$ cat config.mk
export PLATFORM = sky130hd
export DESIGN_NAME = sktab_ctrl
export DESIGN_NICKNAME = d
export VERILOG_FILES = /design/src/rtl/sktab_pkg.sv /design/src/rtl/sktab_ctrl.sv
export SDC_FILE = /design/constraint.sdc
export NUM_CORES = 1
export LEC_CHECK = 0
export ABC_AREA = 1
export BUFFER_PORTS_ARGS = -buffer_cell sky130_fd_sc_hd__buf_2
export CAP_MARGIN = 5
export CELL_PAD_IN_SITES_DETAIL_PLACEMENT = 1
export CELL_PAD_IN_SITES_GLOBAL_PLACEMENT = 1
export CORE_MARGIN = 4
export CORE_UTILIZATION = 27
export CTS_BUF_LIST = sky130_fd_sc_hd__clkbuf_4 sky130_fd_sc_hd__clkbuf_8 sky130_fd_sc_hd__clkbuf_16
export DETAILED_ROUTE_END_ITERATION = 8
export PLACE_DENSITY = 0.81
export SKIP_CTS_REPAIR_TIMING = 1
export SKIP_LAST_GASP = 1
export SLEW_MARGIN = 10
export SYNTH_ARGS = -nofsm -noshare
export SYNTH_HDL_FRONTEND = slang
export SYNTH_SLANG_ARGS = --single-unit
export TNS_END_PERCENT = 50
$ cat constraint.sdc
create_clock -name i_clk -period 1.3 [get_ports i_clk]
set_input_delay 0.065 -clock i_clk [delete_from_list [all_inputs] [get_ports i_clk]]
set_output_delay 0.065 -clock i_clk [all_outputs]
set_load 0.005 [all_outputs]
$ cat src/rtl/sktab_pkg.sv
// sktab_pkg: shared types, codes and field widths of the sorted key table
// used by the controller, the datapath and the top level; no dependencies
`default_nettype none

package sktab_pkg;

    // default sizing, used as the parameter defaults of the top level and the datapath
    localparam int CAPACITY_DEF  = 64;
    localparam int KEY_BYTES_DEF = 8;

    // fixed field widths of the stream words
    localparam int FUNC_W      = 3;
    localparam int STATUS_W    = 3;
    localparam int KEY_FIELD_W = 64;
    localparam int BYTE_W      = 8;
    localparam int SLOT_W      = 7;
    localparam int IN_TDATA_W  = 88;
    localparam int OUT_TDATA_W = 96;

    typedef enum logic [FUNC_W-1:0] {
        FN_LOOKUP     = 3'd0,
        FN_SORTED_INS = 3'd1,
        FN_POS_INS    = 3'd2,
        FN_REMOVE     = 3'd3,
        FN_READ       = 3'd4
    } t_func;

    typedef enum logic [STATUS_W-1:0] {
        STS_OK        = 3'd0,
        STS_NOT_FOUND = 3'd1,
        STS_DUPLICATE = 3'd2,
        STS_FULL      = 3'd3,
        STS_BAD_POS   = 3'd4
    } t_status;

    typedef enum logic [1:0] {
        RES_NONE = 2'd0,
        RES_POS  = 2'd1,
        RES_DATA = 2'd2
    } t_res_src;

    typedef enum logic [2:0] {
        S_IDLE     = 3'd0,
        S_DISPATCH = 3'd1,
        S_SCAN     = 3'd2,
        S_SCAN_END = 3'd3,
        S_SHIFT_UP = 3'd4,
        S_SHIFT_DN = 3'd5,
        S_RD_WAIT  = 3'd6,
        S_DONE     = 3'd7
    } t_state;

    // controller to datapath
    typedef struct packed {
        logic     load;
        logic     scan_init;
        logic     scan_step;
        logic     pos_from_slot;
        logic     up_init;
        logic     up_step;
        logic     put;
        logic     dn_init;
        logic     dn_step;
        logic     dn_fin;
        logic     rd_issue;
        logic     set_res;
        t_status  res_status;
        t_res_src res_src;
        logic     push;
    } t_dp_cmd;

    // datapath to controller
    typedef struct packed {
        logic [FUNC_W-1:0] func;
        logic              full;
        logic              ins_slot_ok;
        logic              slot_ok;
        logic              scan_done;
        logic              key_eq;
        logic              up_done;
        logic              dn_done;
        logic              out_free;
    } t_dp_stat;

endpackage

`default_nettype wire

$ cat src/rtl/sktab_ctrl.sv
// sktab_ctrl: operation sequencer for the sorted key table
// drives datapath commands from its status; uses sktab_pkg
`default_nettype none

module sktab_ctrl (
    input  wire logic                 i_clk,
    input  wire logic                 i_rst_n,
    input  wire logic                 i_s_tvalid,
    output logic                      o_s_tready,
    input  wire sktab_pkg::t_dp_stat  i_stat,
    output sktab_pkg::t_dp_cmd        o_cmd
);

    import sktab_pkg::*;

    t_state r_state;
    t_state n_state;

    always_ff @(posedge i_clk) begin
        if (!i_rst_n) begin
            r_state <= S_IDLE;
        end else begin
            r_state <= n_state;
        end
    end

    always_comb begin
        n_state    = r_state;
        o_cmd      = '0;
        o_s_tready = 1'b0;
        unique case (r_state)
            S_IDLE: begin
                o_s_tready = 1'b1;
                if (i_s_tvalid) begin
                    o_cmd.load = 1'b1;
                    n_state    = S_DISPATCH;
                end
            end
            S_DISPATCH: begin
                n_state = S_DONE;
                unique case (i_stat.func)
                    FN_LOOKUP: begin
                        o_cmd.scan_init = 1'b1;
                        n_state         = S_SCAN;
                    end
                    FN_SORTED_INS: begin
                        if (i_stat.full) begin
                            o_cmd.set_res    = 1'b1;
                            o_cmd.res_status = STS_FULL;
                        end else begin
                            o_cmd.scan_init = 1'b1;
                            n_state         = S_SCAN;
                        end
                    end
                    FN_POS_INS: begin
                        if (i_stat.full) begin
                            o_cmd.set_res    = 1'b1;
                            o_cmd.res_status = STS_FULL;
                        end else if (!i_stat.ins_slot_ok) begin
                            o_cmd.set_res    = 1'b1;
                            o_cmd.res_status = STS_BAD_POS;
                        end else begin
                            o_cmd.pos_from_slot = 1'b1;
                            o_cmd.up_init       = 1'b1;
                            n_state             = S_SHIFT_UP;
                        end
                    end
                    FN_REMOVE: begin
                        if (!i_stat.slot_ok) begin
                            o_cmd.set_res    = 1'b1;
                            o_cmd.res_status = STS_BAD_POS;
                        end else begin
                            o_cmd.pos_from_slot = 1'b1;
                            o_cmd.dn_init       = 1'b1;
                            n_state             = S_SHIFT_DN;
                        end
                    end
                    FN_READ: begin
                        if (!i_stat.slot_ok) begin
                            o_cmd.set_res    = 1'b1;
                            o_cmd.res_status = STS_BAD_POS;
                        end else begin
                            o_cmd.pos_from_slot = 1'b1;
                            o_cmd.rd_issue      = 1'b1;
                            n_state             = S_RD_WAIT;
                        end
                    end
                    default: begin
                        o_cmd.set_res    = 1'b1;
                        o_cmd.res_status = STS_BAD_POS;
                    end
                endcase
            end
            S_SCAN: begin
                o_cmd.scan_step = 1'b1;
                if (i_stat.scan_done) begin
                    n_state = S_SCAN_END;
                end
            end
            S_SCAN_END: begin
                n_state = S_DONE;
                if (i_stat.func == FN_LOOKUP) begin
                    o_cmd.set_res    = 1'b1;
                    o_cmd.res_status = i_stat.key_eq ? STS_OK : STS_NOT_FOUND;
                    o_cmd.res_src    = i_stat.key_eq ? RES_POS : RES_NONE;
                end else if (i_stat.key_eq) begin
                    o_cmd.set_res    = 1'b1;
                    o_cmd.res_status = STS_DUPLICATE;
                    o_cmd.res_src    = RES_POS;
                end else begin
                    o_cmd.up_init = 1'b1;
                    n_state       = S_SHIFT_UP;
                end
            end
            S_SHIFT_UP: begin
                o_cmd.up_step = 1'b1;
                if (i_stat.up_done) begin
                    o_cmd.put        = 1'b1;
                    o_cmd.set_res    = 1'b1;
                    o_cmd.res_status = STS_OK;
                    o_cmd.res_src    = RES_POS;
                    n_state          = S_DONE;
                end
            end
            S_SHIFT_DN: begin
                o_cmd.dn_step = 1'b1;
                if (i_stat.dn_done) begin
                    o_cmd.dn_fin     = 1'b1;
                    o_cmd.set_res    = 1'b1;
                    o_cmd.res_status = STS_OK;
                    o_cmd.res_src    = RES_POS;
                    n_state          = S_DONE;
                end
            end
            S_RD_WAIT: begin
                o_cmd.set_res    = 1'b1;
                o_cmd.res_status = STS_OK;
                o_cmd.res_src    = RES_DATA;
                n_state          = S_DONE;
            end
            S_DONE: begin
                // hand the result over once the output register frees up
                if (i_stat.out_free) begin
                    o_cmd.push = 1'b1;
                    n_state    = S_IDLE;
                end
            end
            default: begin
                n_state = S_IDLE;
            end
        endcase
    end

endmodule

`default_nettype wire

======== After elaboration in Yosys (flattened, before gate mapping) ========
Cells that the tools add are included.
word-level totals
  bits of input ports ..................... 14
  bits in registers ....................... 3
operators by class
  eq/ne operators ......................... 16
  reductions and logical operators ........ 4
  multiplexer cells ....................... 53
operators with widths
  kind                number
  $mux 6              4
  $pmux 3 s8          1
  $mux 1              22
  $mux 3              7
  $pmux 4 s5          1
  $mux 2              8
  $mux 4              4
  $pmux 4 s4          1
  $eq 3x3->1 const B  5
  $pmux 3 s5          1
  $eq 3x2->1 const B  4
  $ne 2x2->1 const B  5
  $pmux 2 s4          1
  $eq 3x1->1 const B  2
  $logic_not 3->1     2
  $pmux 1 s2          3
  $reduce_and 5->1    1
  $reduce_or 2->1     1

======== Depth between registers and ports, before layout ========
Gate-level depths: netlist of run 1.
  word-level depth ........................ 4
  mapped depth ............................ 10
  mapped depth without buffers ............ 10

======== Worst setup path after synthesis of run 1 ========
No wires, ideal clock.
  path type ............................... reg2reg
  start point ............................. reg r_state[0]
  end point ............................... reg r_state[0]
  buffers on the path ..................... 1
  required time ........................... 1183 ps
  arrival time ............................ 997 ps
  cell stages (with the launch flop) ...... 11
  period minus slack after synthesis ...... 1114 ps
  slack ................................... 186 ps
  cell sequence ........................... dfxtp_1 -> buf_6 -> inv_1 -> nand3_1 -> nand2_1 -> clkinv_1 -> nand2_1 -> nor2_1 -> nand2_1 -> nor2_1 -> nor2_1
on the way
  longest elaborated chain between the ends .. 3
  elaborated cells on any way between the ends .. 15
RTL lines
  what                                RTL line          RTL
  start, declared                     sktab_ctrl.sv:16  t_state r_state;
  start signal, assigned              sktab_ctrl.sv:23  r_state <= n_state;
  $eq 3x2->1 (tied with other cells)  sktab_ctrl.sv:31  unique case (r_state)
  $ne 2x2->1 (no source line)         n/a
  $reduce_and 5->1 (no source line)   n/a
Several ways; a longest one is shown, not always the timed one.
A chain may end at the register's enable or synchronous reset.

==> impl_summary.log, run 1 <==
INFO  metric result_of_the_run = complete, but fails checks
INFO  metric violations = negative setup slack
INFO  metric route.detailed.drc = 0
INFO  metric synth_seq_area_share = 0.0980
INFO  metric timing.critical_path.from_type = flop
INFO  metric grt_max_degree = 11
INFO  metric netlist_area_before_placement = 613 µm²
INFO  metric max_flop_register = r_state
INFO  metric largest_register_ff_count = 3
INFO  metric total_leakage_power = 0.592 nW
INFO  metric port_buffers = 32
INFO  metric final_antenna_net_count = 0
INFO  metric seq_area = 71.3 µm²
INFO  metric yosys.area.top_type_share = 0.147
INFO  metric detailed_place.area = 841 µm²
INFO  metric synth.largest_area_cell = sky130_fd_sc_hd__nand2_1
INFO  metric vias_in_the_first_global_route = approximately 900
INFO  metric max-slew-margin-rel = 0.798
INFO  metric cp_data_arrival_time = 1.32 ns
INFO  metric critPathCaptureType = output pin
INFO  metric start_util = 0.297
INFO  metric clk_latency = roughly 0.23 ns
INFO  metric final.period_utilization = 1.06
INFO  metric design.die.area = 0.00310 mm²
INFO  metric finalWorstPathRequiredPeriod = about 1.4 ns
INFO  metric postSynthAreaPerCell = 5.57 µm²
INFO  metric hold_class = input pin to flop
INFO  metric multiInputGateArea = 485 µm²
INFO  metric power.density = 1450 mW/mm²
INFO  metric die_x = between 50 and 60 µm
INFO  metric grt_util_all_layers = 0.154
INFO  metric antenna_violations_before_repair = 0
INFO  metric hold_viol = 0
INFO  metric cts_root_buffer = sky130_fd_sc_hd__clkbuf_4
INFO  metric placedCellCount = ~180
INFO  metric actual_slew_at_the_worst_max_slew_pin = 0.301 ns
INFO  metric worst-endpoint-required = 1.24 ns
INFO  metric avgViaCountPerCell = 4.85
INFO  metric clock_path_buffers = 2
INFO  metric nFillCells = 299
INFO  metric worstPathMaxFanout = 8
INFO  metric grt_pass1_wl = 3.95 mm
INFO  metric cts_inserted_buffers = 3
INFO  metric antenna-diode-count = 0
INFO  metric setup_viol_count_final = 11
INFO  metric drive_gt1_frac = 0.497
INFO  metric synth_nets = 124
INFO  metric dp_hpwl = 2.02 mm
INFO  metric i_o_pin_count = 33
INFO  metric finalInstanceArea = 985 µm²
INFO  metric timing_max_transition_violations_final = 0
INFO  metric mostFrequentLayoutCell = sky130_fd_sc_hd__buf_2
INFO  metric most-common-layout-cells = sky130_fd_sc_hd__buf_2 (32), sky130_fd_sc_hd__nand2_1 (24), sky130_fd_sc_hd__inv_1 (18)
INFO  metric rsz0062_at_grt = yes
INFO  metric critical_path_class = flop to output pin
INFO  metric overflow = 0
INFO  metric final.setup.tns = -0.526 ns
INFO  metric synth_area_leaders = sky130_fd_sc_hd__nand2_1 (15%), sky130_fd_sc_hd__inv_1 (11%), sky130_fd_sc_hd__dfxtp_1 (9.8%)
INFO  metric postLayoutSetupSlackWorst = -0.0833 ns
INFO  metric syn2layout_area_growth = 60.6%
INFO  metric worst_ir_drop_vdd = 0.000944 V
INFO  metric post_drt_wl_per_cell = approximately 14 µm
INFO  metric netlist_instances = 110
INFO  metric count_of_maximum_capacitance_violations = 0
INFO  metric timing.clock.skew = slightly above 0.0009 ns
INFO  metric layout.nets = 172
INFO  metric rows = 16
INFO  metric postSynthRegisterBits = 3
INFO  metric maxClockFrequency = 723 MHz
INFO  metric cts_htree_levels = 1
INFO  metric fin_worst_hold_slack = ~0.081 ns
INFO  metric stdcell_count = roughly 180
INFO  metric postRouteWirelength = 2.62 mm
INFO  metric die_height = 55.7 µm
INFO  metric drtPass1Iterations = 4
INFO  metric dr.first_iter.drc_count = 12
INFO  metric finalWeightedCongestion = between 0.9 and 1
INFO  metric reg.largest.list = r_state x3
INFO  metric yosys.cell_types.count = 25
INFO  metric synth.yosys.warnings = 0
INFO  metric dr_total_vias = ~890
INFO  metric pre_cts_ws = -0.126 ns
INFO  metric clkSlewWorstSetupHoldPaths = around 0.04 ns
INFO  metric tritoncts = done
INFO  metric cts.sink_count = 3
INFO  metric core-area = 0.00206 mm²
-- worst paths after layout --
| path | startpoint | end | slack [ns] | cells after the start |
|---|---|---|---|---|
| max | r_state[1] | o_cmd[6] | -0.08 | 6 |
| min | i_rst_n | r_state[0] | 0.08 | 3 |
| min reg2reg | r_state[1] | r_state[1] | 0.74 | 3 |
| max reg2reg | r_state[0] | r_state[2] | -0.08 | 7 |
-- routing by layer --
metal | wire length, µm | GRT usage | up-vias
li1 | - | - | 442
met1 | 1030 | 0.179 | 420
met3 | 133 | 0.0209 | 4
met5 | 0 | 0 | -
met4 | 65 | 0.0451 | 0
met2 | 1390 | 0.289 | 27
-- worst max-delay path, stage by stage, from the launching register on --
cell                      delay, ns
sky130_fd_sc_hd__dfxtp_4       0.38
sky130_fd_sc_hd__inv_4         0.10
sky130_fd_sc_hd__nand3_4       0.08
sky130_fd_sc_hd__nor2_1        0.25
sky130_fd_sc_hd__nor3_2        0.09
sky130_fd_sc_hd__nand3_1       0.09
sky130_fd_sc_hd__buf_2         0.11
-- area by class of cell --
type | count | area share
Tap cell | 27 | 0.0343
Clock buffer | 4 | 0.0305
Timing Repair Buffer | 46 | 0.277
Sequential cell | 3 | 0.0724
Multi-Input combinational cell | 81 | 0.493
Inverter | 23 | 0.0928
-- metrics by stage --
stage | util | power (mW)
CTS | 0.422 | 1.18
global route | 0.478 | 1.54
detailed placement | 0.408 | 0.986
global placement | 0.408 | 0.942
finish | 0.478 | 1.42
floorplan | - | 0.698
-- synth_stat cells --
| cell | number |
|---|---|
| sky130_fd_sc_hd__a21oi_1 | 4 |
| sky130_fd_sc_hd__and2_2 | 1 |
| sky130_fd_sc_hd__buf_6 | 3 |
| sky130_fd_sc_hd__clkinv_1 | 1 |
| sky130_fd_sc_hd__dfxtp_1 | 3 |
| sky130_fd_sc_hd__inv_1 | 18 |
| sky130_fd_sc_hd__inv_2 | 3 |
| sky130_fd_sc_hd__inv_4 | 1 |
| sky130_fd_sc_hd__nand2_1 | 24 |
| sky130_fd_sc_hd__nand2_2 | 5 |
| sky130_fd_sc_hd__nand3_1 | 10 |
| sky130_fd_sc_hd__nand3_2 | 2 |
| sky130_fd_sc_hd__nand3_4 | 1 |
| sky130_fd_sc_hd__nand3b_1 | 1 |
| sky130_fd_sc_hd__nand4_1 | 2 |
| sky130_fd_sc_hd__nand4_2 | 1 |
| sky130_fd_sc_hd__nor2_1 | 12 |
| sky130_fd_sc_hd__nor2_4 | 2 |
| sky130_fd_sc_hd__nor3_1 | 4 |
| sky130_fd_sc_hd__nor3_2 | 1 |
| sky130_fd_sc_hd__nor4_1 | 1 |
| sky130_fd_sc_hd__o21ai_0 | 7 |
| sky130_fd_sc_hd__o221ai_1 | 1 |
| sky130_fd_sc_hd__o31ai_1 | 1 |
| sky130_fd_sc_hd__or2_2 | 1 |
-- report_power, final --
group | internal [mW] | switching (mW)
Clock | 0.136 | 0.0496
Sequential | 0.140 | 0.105
Combinational | 0.462 | 0.533
-- cells by family after synthesis --
group | count (synthesis) | synth area share
buffers and inverters | 26 | 0.200
AND/OR/NAND/NOR | 68 | 0.586
AO/OA/AOI/OAI | 13 | 0.116
flip-flops | 3 | 0.0980
Note: power is estimated with default switching activity, not from simulation.
==> run 2, diff against run 1 <==
- BUFFER_PORTS_ARGS: -buffer_cell sky130_fd_sc_hd__buf_2 -> -buffer_cell sky130_fd_sc_hd__clkbuf_2
- RECOVER_POWER: unset -> 25
==> run 2 against run 1 <==
  * The run still ends with negative setup slack left
  * Non-clock buffer count is 4 higher
  * Power is 7.0% higher
  * Count of clock-buffer cells in the layout stayed put
  * Utilization is 2.7 points higher
  * Critical path depth is 2 lower
  * Sequential power hardly changed
  * Sequential share of layout area is 0.38 points lower
  * Critical endpoint is now o_cmd[17]
  * Largest power group unchanged
  * Highest routed layer unchanged
==> impl_summary.log, run 2 (synthesis gave the netlist of run 1 again) <==
INFO  metric die_x = 55.7 µm (unchanged)
INFO  metric core-area = 0.00206 mm² (unchanged)
INFO  metric worst-endpoint-required = 1.24 ns (about the same)
INFO  metric seq_area = 71.3 µm² (unchanged)
INFO  metric drtPass1Iterations = 4 (unchanged)
INFO  metric reg.largest.list = r_state x3 (unchanged)
INFO  metric clock_path_buffers = 2 (unchanged)
INFO  metric vias_in_the_first_global_route = 911 (was 895)
INFO  metric result_of_the_run = complete, but fails checks (unchanged)
INFO  metric violations = negative setup slack (unchanged)
INFO  metric final.period_utilization = 1.06 (about the same)
INFO  metric finalWorstPathRequiredPeriod = 1.37 ns (was 1.38 ns)
INFO  metric max-slew-margin-rel = 0.831 (was 0.798)
INFO  metric syn2layout_area_growth = 69.6% (was 60.6%)
INFO  metric finalInstanceArea = 0.00104 mm² (was 985 µm²)
INFO  metric i_o_pin_count = 33 (unchanged)
INFO  metric postLayoutSetupSlackWorst = -0.0717 ns (was -0.0833 ns)
INFO  metric timing.critical_path.from_type = flop (unchanged)
INFO  metric multiInputGateArea = 499 µm² (was 485 µm²)
INFO  metric reg2reg_setup_slack = -0.04 ns (was -0.08 ns)
INFO  metric post_drt_wl_per_cell = 16.8 µm (was 14.3 µm)
INFO  metric cts_root_buffer = sky130_fd_sc_hd__clkbuf_4 (unchanged)
INFO  metric drive_gt1_frac = 0.534 (was 0.497)
INFO  metric most-common-layout-cells = sky130_fd_sc_hd__clkbuf_2 (27), sky130_fd_sc_hd__nand2_1 (24), sky130_fd_sc_hd__inv_1 (16) (was sky130_fd_sc_hd__buf_2 (32), sky130_fd_sc_hd__nand2_1 (24), sky130_fd_sc_hd__inv_1 (18))
INFO  metric rsz0062_at_grt = yes (unchanged)
INFO  metric timing_max_transition_violations_final = 0 (unchanged)
INFO  metric max_flop_register = r_state (unchanged)
INFO  metric worstPathMaxFanout = 6 (was 8)
INFO  metric final_antenna_net_count = 0 (unchanged)
INFO  metric total_power = 1.52 mW (was 1.42 mW)
INFO  metric actual_slew_at_the_worst_max_slew_pin = 0.251 ns (was 0.301 ns)
INFO  metric rows = 16 (unchanged)
INFO  metric antenna-diode-count = 0 (unchanged)
INFO  metric postRouteWirelength = 3.16 mm (was 2.62 mm)
INFO  metric maxClockFrequency = 729 MHz (was 723 MHz)
INFO  metric mostFrequentLayoutCell = sky130_fd_sc_hd__clkbuf_2 (was sky130_fd_sc_hd__buf_2)
INFO  metric route.detailed.drc = 0 (unchanged)
INFO  metric total_leakage_power = 0.618 nW (was 0.592 nW)
INFO  metric placedCellCount = 176 (was 175)
INFO  metric die_height = 55.7 µm (unchanged)
INFO  metric design.die.area = 0.00310 mm² (unchanged)
INFO  metric stdcell_count = 188 (was 184)
INFO  metric power.density = 1470 mW/mm² (was 1450 mW/mm²)
INFO  metric cts_htree_levels = 1 (unchanged)
INFO  metric port_buffers = 32 (unchanged)
INFO  metric overflow = 0 (unchanged)
INFO  metric avgViaCountPerCell = 5.16 (was 4.85)
INFO  metric critPathCaptureType = output pin (unchanged)
INFO  metric dp_hpwl = 1.89 mm (was 2.02 mm)
INFO  metric finalWeightedCongestion = 0.870 (was 0.900)
INFO  metric timing.clock.skew = 0.000648 ns (was 0.000914 ns)
INFO  metric cp_data_arrival_time = 1.31 ns (was 1.32 ns)
INFO  metric largest_register_ff_count = 3 (unchanged)
INFO  metric cts_inserted_buffers = 3 (unchanged)
INFO  metric worst_ir_drop_vdd = 0.000903 V (was 0.000944 V)
INFO  metric start_util = 0.297 (unchanged)
INFO  metric layout.nets = 176 (was 172)
INFO  metric hold_class = input pin to flop (unchanged)
INFO  metric hold_viol = 0 (unchanged)
INFO  metric dr_total_vias = 970 (was 893)
INFO  metric nFillCells = 309 (was 299)
INFO  metric setup_viol_count_final = 11 (unchanged)
INFO  metric grt_pass1_wl = 3.89 mm (was 3.95 mm)
INFO  metric cts.sink_count = 3 (unchanged)
INFO  metric grt_util_all_layers = 0.149 (was 0.154)
INFO  metric detailed_place.area = 848 µm² (was 841 µm²)
INFO  metric grt_max_degree = 11 (unchanged)
INFO  metric dr.first_iter.drc_count = 24 (was 12)
INFO  metric tritoncts = done (unchanged)
INFO  metric clkSlewWorstSetupHoldPaths = 0.04 ns (about the same)
INFO  metric count_of_maximum_capacitance_violations = 0 (unchanged)
INFO  metric antenna_violations_before_repair = 0 (unchanged)
INFO  metric critical_path_class = flop to output pin (unchanged)
INFO  metric clk_latency = 0.23 ns (about the same)
[run 2: cell types whose count changed in the layout (fill, tap and decap cells not counted), sizes merged]
cell and delta:
buf -23, clkbuf +27
[run 2: through the flow]
| stage | hold slack, ns | TNS [ns] | setup slack (ns) | util |
|---|---|---|---|---|
| 3_5_place_dp | 0.309 | -0.381 | -0.139 | 0.411 |
| 2_1_floorplan | 0.195 | 0 | 0.186 | - |
| 4_1_cts | 0.0891 | -3.29 | -0.324 | 0.426 |
| 6_report | 0.0784 | -0.462 | -0.0717 | 0.504 |
| 5_1_grt | 0.0853 | -1.29 | -0.130 | 0.504 |
| 3_3_place_gp | 0.309 | -0.0882 | -0.0422 | 0.411 |
[run 2: area by class of cell]
class / instances / share of cell area
well taps: 27 / 0.0325
inverters: 23 / 0.0951
multi-input cells: 81 / 0.480
flip-flops and latches: 3 / 0.0686
clock buffers: 4 / 0.0289
repair buffers: 50 / 0.295
[run 2: path summary, 6_finish.rpt]
path | from | end | cells past startpoint
hold reg to reg | r_state[2] | r_state[2] | 3
hold / removal | i_rst_n | r_state[0] | 3
setup / recovery | r_state[0] | o_cmd[17] | 4
setup reg to reg | r_state[1] | r_state[2] | 6
[run 2: worst max-delay path: stages, from the launching register on]
cell and delay, ns:
sky130_fd_sc_hd__dfxtp_4 0.38, sky130_fd_sc_hd__buf_6 0.15, sky130_fd_sc_hd__buf_6 0.11, sky130_fd_sc_hd__nor4_4 0.26, sky130_fd_sc_hd__buf_2 0.16
[run 2: metal layers]
metal  share of wire  GRT usage  up-vias
li1                -          -      460
met1            0.40      0.176      458
met2            0.52      0.277       44
met3           0.056     0.0232        8
met4           0.027     0.0313        0
met5               0          0        -
[run 2: report_power, final]
group          switching [mW]  total (mW)  internal (mW)
combinational           0.603        1.09          0.487
sequential              0.105       0.246          0.140
clock                  0.0525       0.189          0.136
==> run 3, diff against run 2 <==
==> constraint.sdc (replaced) <==
create_clock -name i_clk -period 1.3 [get_ports i_clk]
set_input_delay 0.13 -clock i_clk [delete_from_list [all_inputs] [get_ports i_clk]]
set_output_delay 0.13 -clock i_clk [all_outputs]
set_load 0.005 [all_outputs]
==> run 3 against run 2 <==
  * The flow still finishes with violations (negative setup slack)
  * Routed wire length shrank 11%
  * Final cell count is the same
  * Non-clock buffer count is the same
  * Largest power group unchanged
==> impl_summary.log, run 3 (synthesis gave the netlist of run 1 again) <==
INFO  metric hold_viol = 0 (unchanged)
INFO  metric mostFrequentLayoutCell = sky130_fd_sc_hd__clkbuf_2 (unchanged)
INFO  metric most-common-layout-cells = sky130_fd_sc_hd__clkbuf_2 (27), sky130_fd_sc_hd__nand2_1 (23), sky130_fd_sc_hd__inv_1 (18) (was sky130_fd_sc_hd__clkbuf_2 (27), sky130_fd_sc_hd__nand2_1 (24), sky130_fd_sc_hd__inv_1 (16))
INFO  metric cts_inserted_buffers = 3 (unchanged)
INFO  metric timing.critical_path.mode_cell = sky130_fd_sc_hd__buf_4 (was sky130_fd_sc_hd__buf_6)
INFO  metric power.density = 1430 mW/mm² (was 1470 mW/mm²)
INFO  metric worstSetupPathDepth = 4 (unchanged)
INFO  metric antenna_violations_before_repair = 0 (unchanged)
INFO  metric timing.critical_path.buf_inv = 3 (unchanged)
INFO  metric grt_max_degree = 10 (was 11)
INFO  metric max_flop_register = r_state (unchanged)
INFO  metric final.period_utilization = 1.13 (was 1.06)
INFO  metric postRouteWirelength = 2.81 mm (was 3.16 mm)
INFO  metric worstPathMaxFanout = 6 (unchanged)
INFO  metric critical_path.slowest_cell = sky130_fd_sc_hd__dfxtp_4 (unchanged)
INFO  metric worstRegToRegCells = 8 (was 6)
INFO  metric count_of_maximum_capacitance_violations = 0 (unchanged)
INFO  metric timing.critical_path.from_type = flop (unchanged)
INFO  metric worst_r2r_endpoint = r_state[0] (was r_state[2])
INFO  metric grt_pass1_wl = 3.64 mm (was 3.89 mm)
INFO  metric crit_start = r_state[0] (unchanged)
INFO  metric cp_data_arrival_time = 1.35 ns (was 1.31 ns)
INFO  metric setup_viol_count_final = 15 (was 11)
INFO  metric rsz0062_at_grt = yes (unchanged)
INFO  metric drive_gt1_frac = 0.528 (was 0.534)
INFO  metric final.setup.tns = -1.08 ns (was -0.462 ns)
INFO  metric placedCellCount = 180 (was 176)
INFO  metric clkSlewWorstSetupHoldPaths = 0.04 ns (about the same)
INFO  metric worstPathCellList = buf_4, buf_4, nor4_4, buf_2 (was buf_6, buf_6, nor4_4, buf_2)
INFO  metric clock_path_buffers = 2 (unchanged)
INFO  metric reg2reg_setup_slack = -0.05 ns (was -0.04 ns)
INFO  metric design.die.area = 0.00310 mm² (unchanged)
INFO  metric final_antenna_net_count = 0 (unchanged)
INFO  metric max-slew-margin-rel = 0.832 (was 0.831)
INFO  metric die_x = 55.7 µm (unchanged)
INFO  metric finalWorstPathRequiredPeriod = 1.48 ns (was 1.37 ns)
INFO  metric dr_total_vias = 925 (was 970)
INFO  metric dr.first_iter.drc_count = 11 (was 24)
INFO  metric clk_latency = 0.24 ns (was 0.23 ns)
INFO  metric worst_r2r_startpoint = r_state[0] (was r_state[1])
INFO  metric finalWeightedCongestion = 0.780 (was 0.870)
INFO  metric vias_in_the_first_global_route = 850 (was 911)
INFO  metric post-route-util = 0.510 (was 0.504)
INFO  metric layout.nets = 176 (unchanged)
INFO  metric maxClockFrequency = 678 MHz (was 729 MHz)
INFO  metric syn2layout_area_growth = 71.4% (was 69.6%)
INFO  metric core-area = 0.00206 mm² (unchanged)
INFO  metric worst-endpoint-required = 1.17 ns (was 1.24 ns)
INFO  metric crit_path_end = o_cmd[17] (unchanged)
INFO  metric worst_ir_drop_vdd = 0.000876 V (was 0.000903 V)
INFO  metric violations = negative setup slack (unchanged)
INFO  metric min_delay_path_depth = 3 (unchanged)
INFO  metric postLayoutSetupSlackWorst = -0.175 ns (was -0.0717 ns)
INFO  metric route.detailed.drc = 0 (unchanged)
INFO  metric cts.sink_count = 3 (unchanged)
INFO  metric cts_htree_levels = 1 (unchanged)
INFO  metric hold_class = input pin to flop (unchanged)
INFO  metric rows = 16 (unchanged)
INFO  metric grt_util_all_layers = 0.144 (was 0.149)
INFO  metric avgViaCountPerCell = 4.92 (was 5.16)
INFO  metric reg.largest.list = r_state x3 (unchanged)
INFO  metric result_of_the_run = complete, but fails checks (unchanged)
INFO  metric post_drt_wl_per_cell = 15.0 µm (was 16.8 µm)
INFO  metric i_o_pin_count = 33 (unchanged)
INFO  metric timing.clock.skew = 0.00513 ns (was 0.000648 ns)
INFO  metric port_buffers = 32 (unchanged)
INFO  metric dp_hpwl = 1.88 mm (was 1.89 mm)
INFO  metric drtPass1Iterations = 5 (was 4)
INFO  metric tritoncts = done (unchanged)
INFO  metric overflow = 0 (unchanged)
INFO  metric stdcell_count = 188 (unchanged)
INFO  metric critical_path.top_delay_family = buffers and inverters (unchanged)
INFO  metric total_leakage_power = 0.614 nW (was 0.618 nW)
INFO  metric die_height = 55.7 µm (unchanged)
INFO  metric start_util = 0.297 (unchanged)
INFO  metric pre_cts_ws = -0.123 ns (was -0.139 ns)
INFO  metric antenna-diode-count = 0 (unchanged)
INFO  metric largest_register_ff_count = 3 (unchanged)
INFO  metric cts_root_buffer = sky130_fd_sc_hd__clkbuf_4 (unchanged)
INFO  metric critPathCaptureType = output pin (unchanged)
INFO  metric critical_path_class = flop to output pin (unchanged)
INFO  metric cpPeakStageDelay = 0.38 ns (about the same)
INFO  metric actual_slew_at_the_worst_max_slew_pin = 0.249 ns (was 0.251 ns)
INFO  metric timing_max_transition_violations_final = 0 (unchanged)
## run 3: cell counts in the layout (fill, tap and decap cells not counted)
Identical to the previous run, type by type.
## run 3: worst min-delay path, stage by stage
cell and delay (ns):
sky130_fd_sc_hd__clkbuf_2 0.10, sky130_fd_sc_hd__o21ai_1 0.07, sky130_fd_sc_hd__nor2_1 0.05
## run 3: layer usage
layer  track usage  vias up  wire, µm
li1              -      454         -
met1         0.163      430      1110
met2         0.269       28      1470
met3        0.0232       13       116
met4        0.0521        0       121
met5             0        -         0
## run 3: how the worst min path moves through the flow
stage / start / to / slack (ns)
CTS: i_rst_n / r_state[0] / 0.14
global route: i_rst_n / r_state[0] / 0.18
detailed placement: i_rst_n / r_state[1] / 0.38
global placement: i_rst_n / r_state[1] / 0.37
floorplan: i_rst_n / r_state[1] / 0.26
finish: i_rst_n / r_state[0] / 0.15
## run 3: cell type report
type	count	area, µm²
fillers	290	1010
well taps	27	33.8
flip-flops and latches	3	71.3
clock buffers	4	30.0
multi-input cells	81	510
inverters	23	98.8
repair buffers	50	307
## run 3: report_power, final
part	switching, mW	total [mW]	internal [mW]
Clock	0.0553	0.192	0.136
Sequential	0.101	0.241	0.140
Combinational	0.570	1.07	0.497
## run 3: through the flow
stage	power, mW	area [µm²]	hold slack [ns]
floorplan	0.698	613	0.262
global placement	0.988	878	0.374
detailed placement	1.01	878	0.382
CTS	1.21	908	0.136
global route	1.63	1050	0.178
finish	1.50	1050	0.147
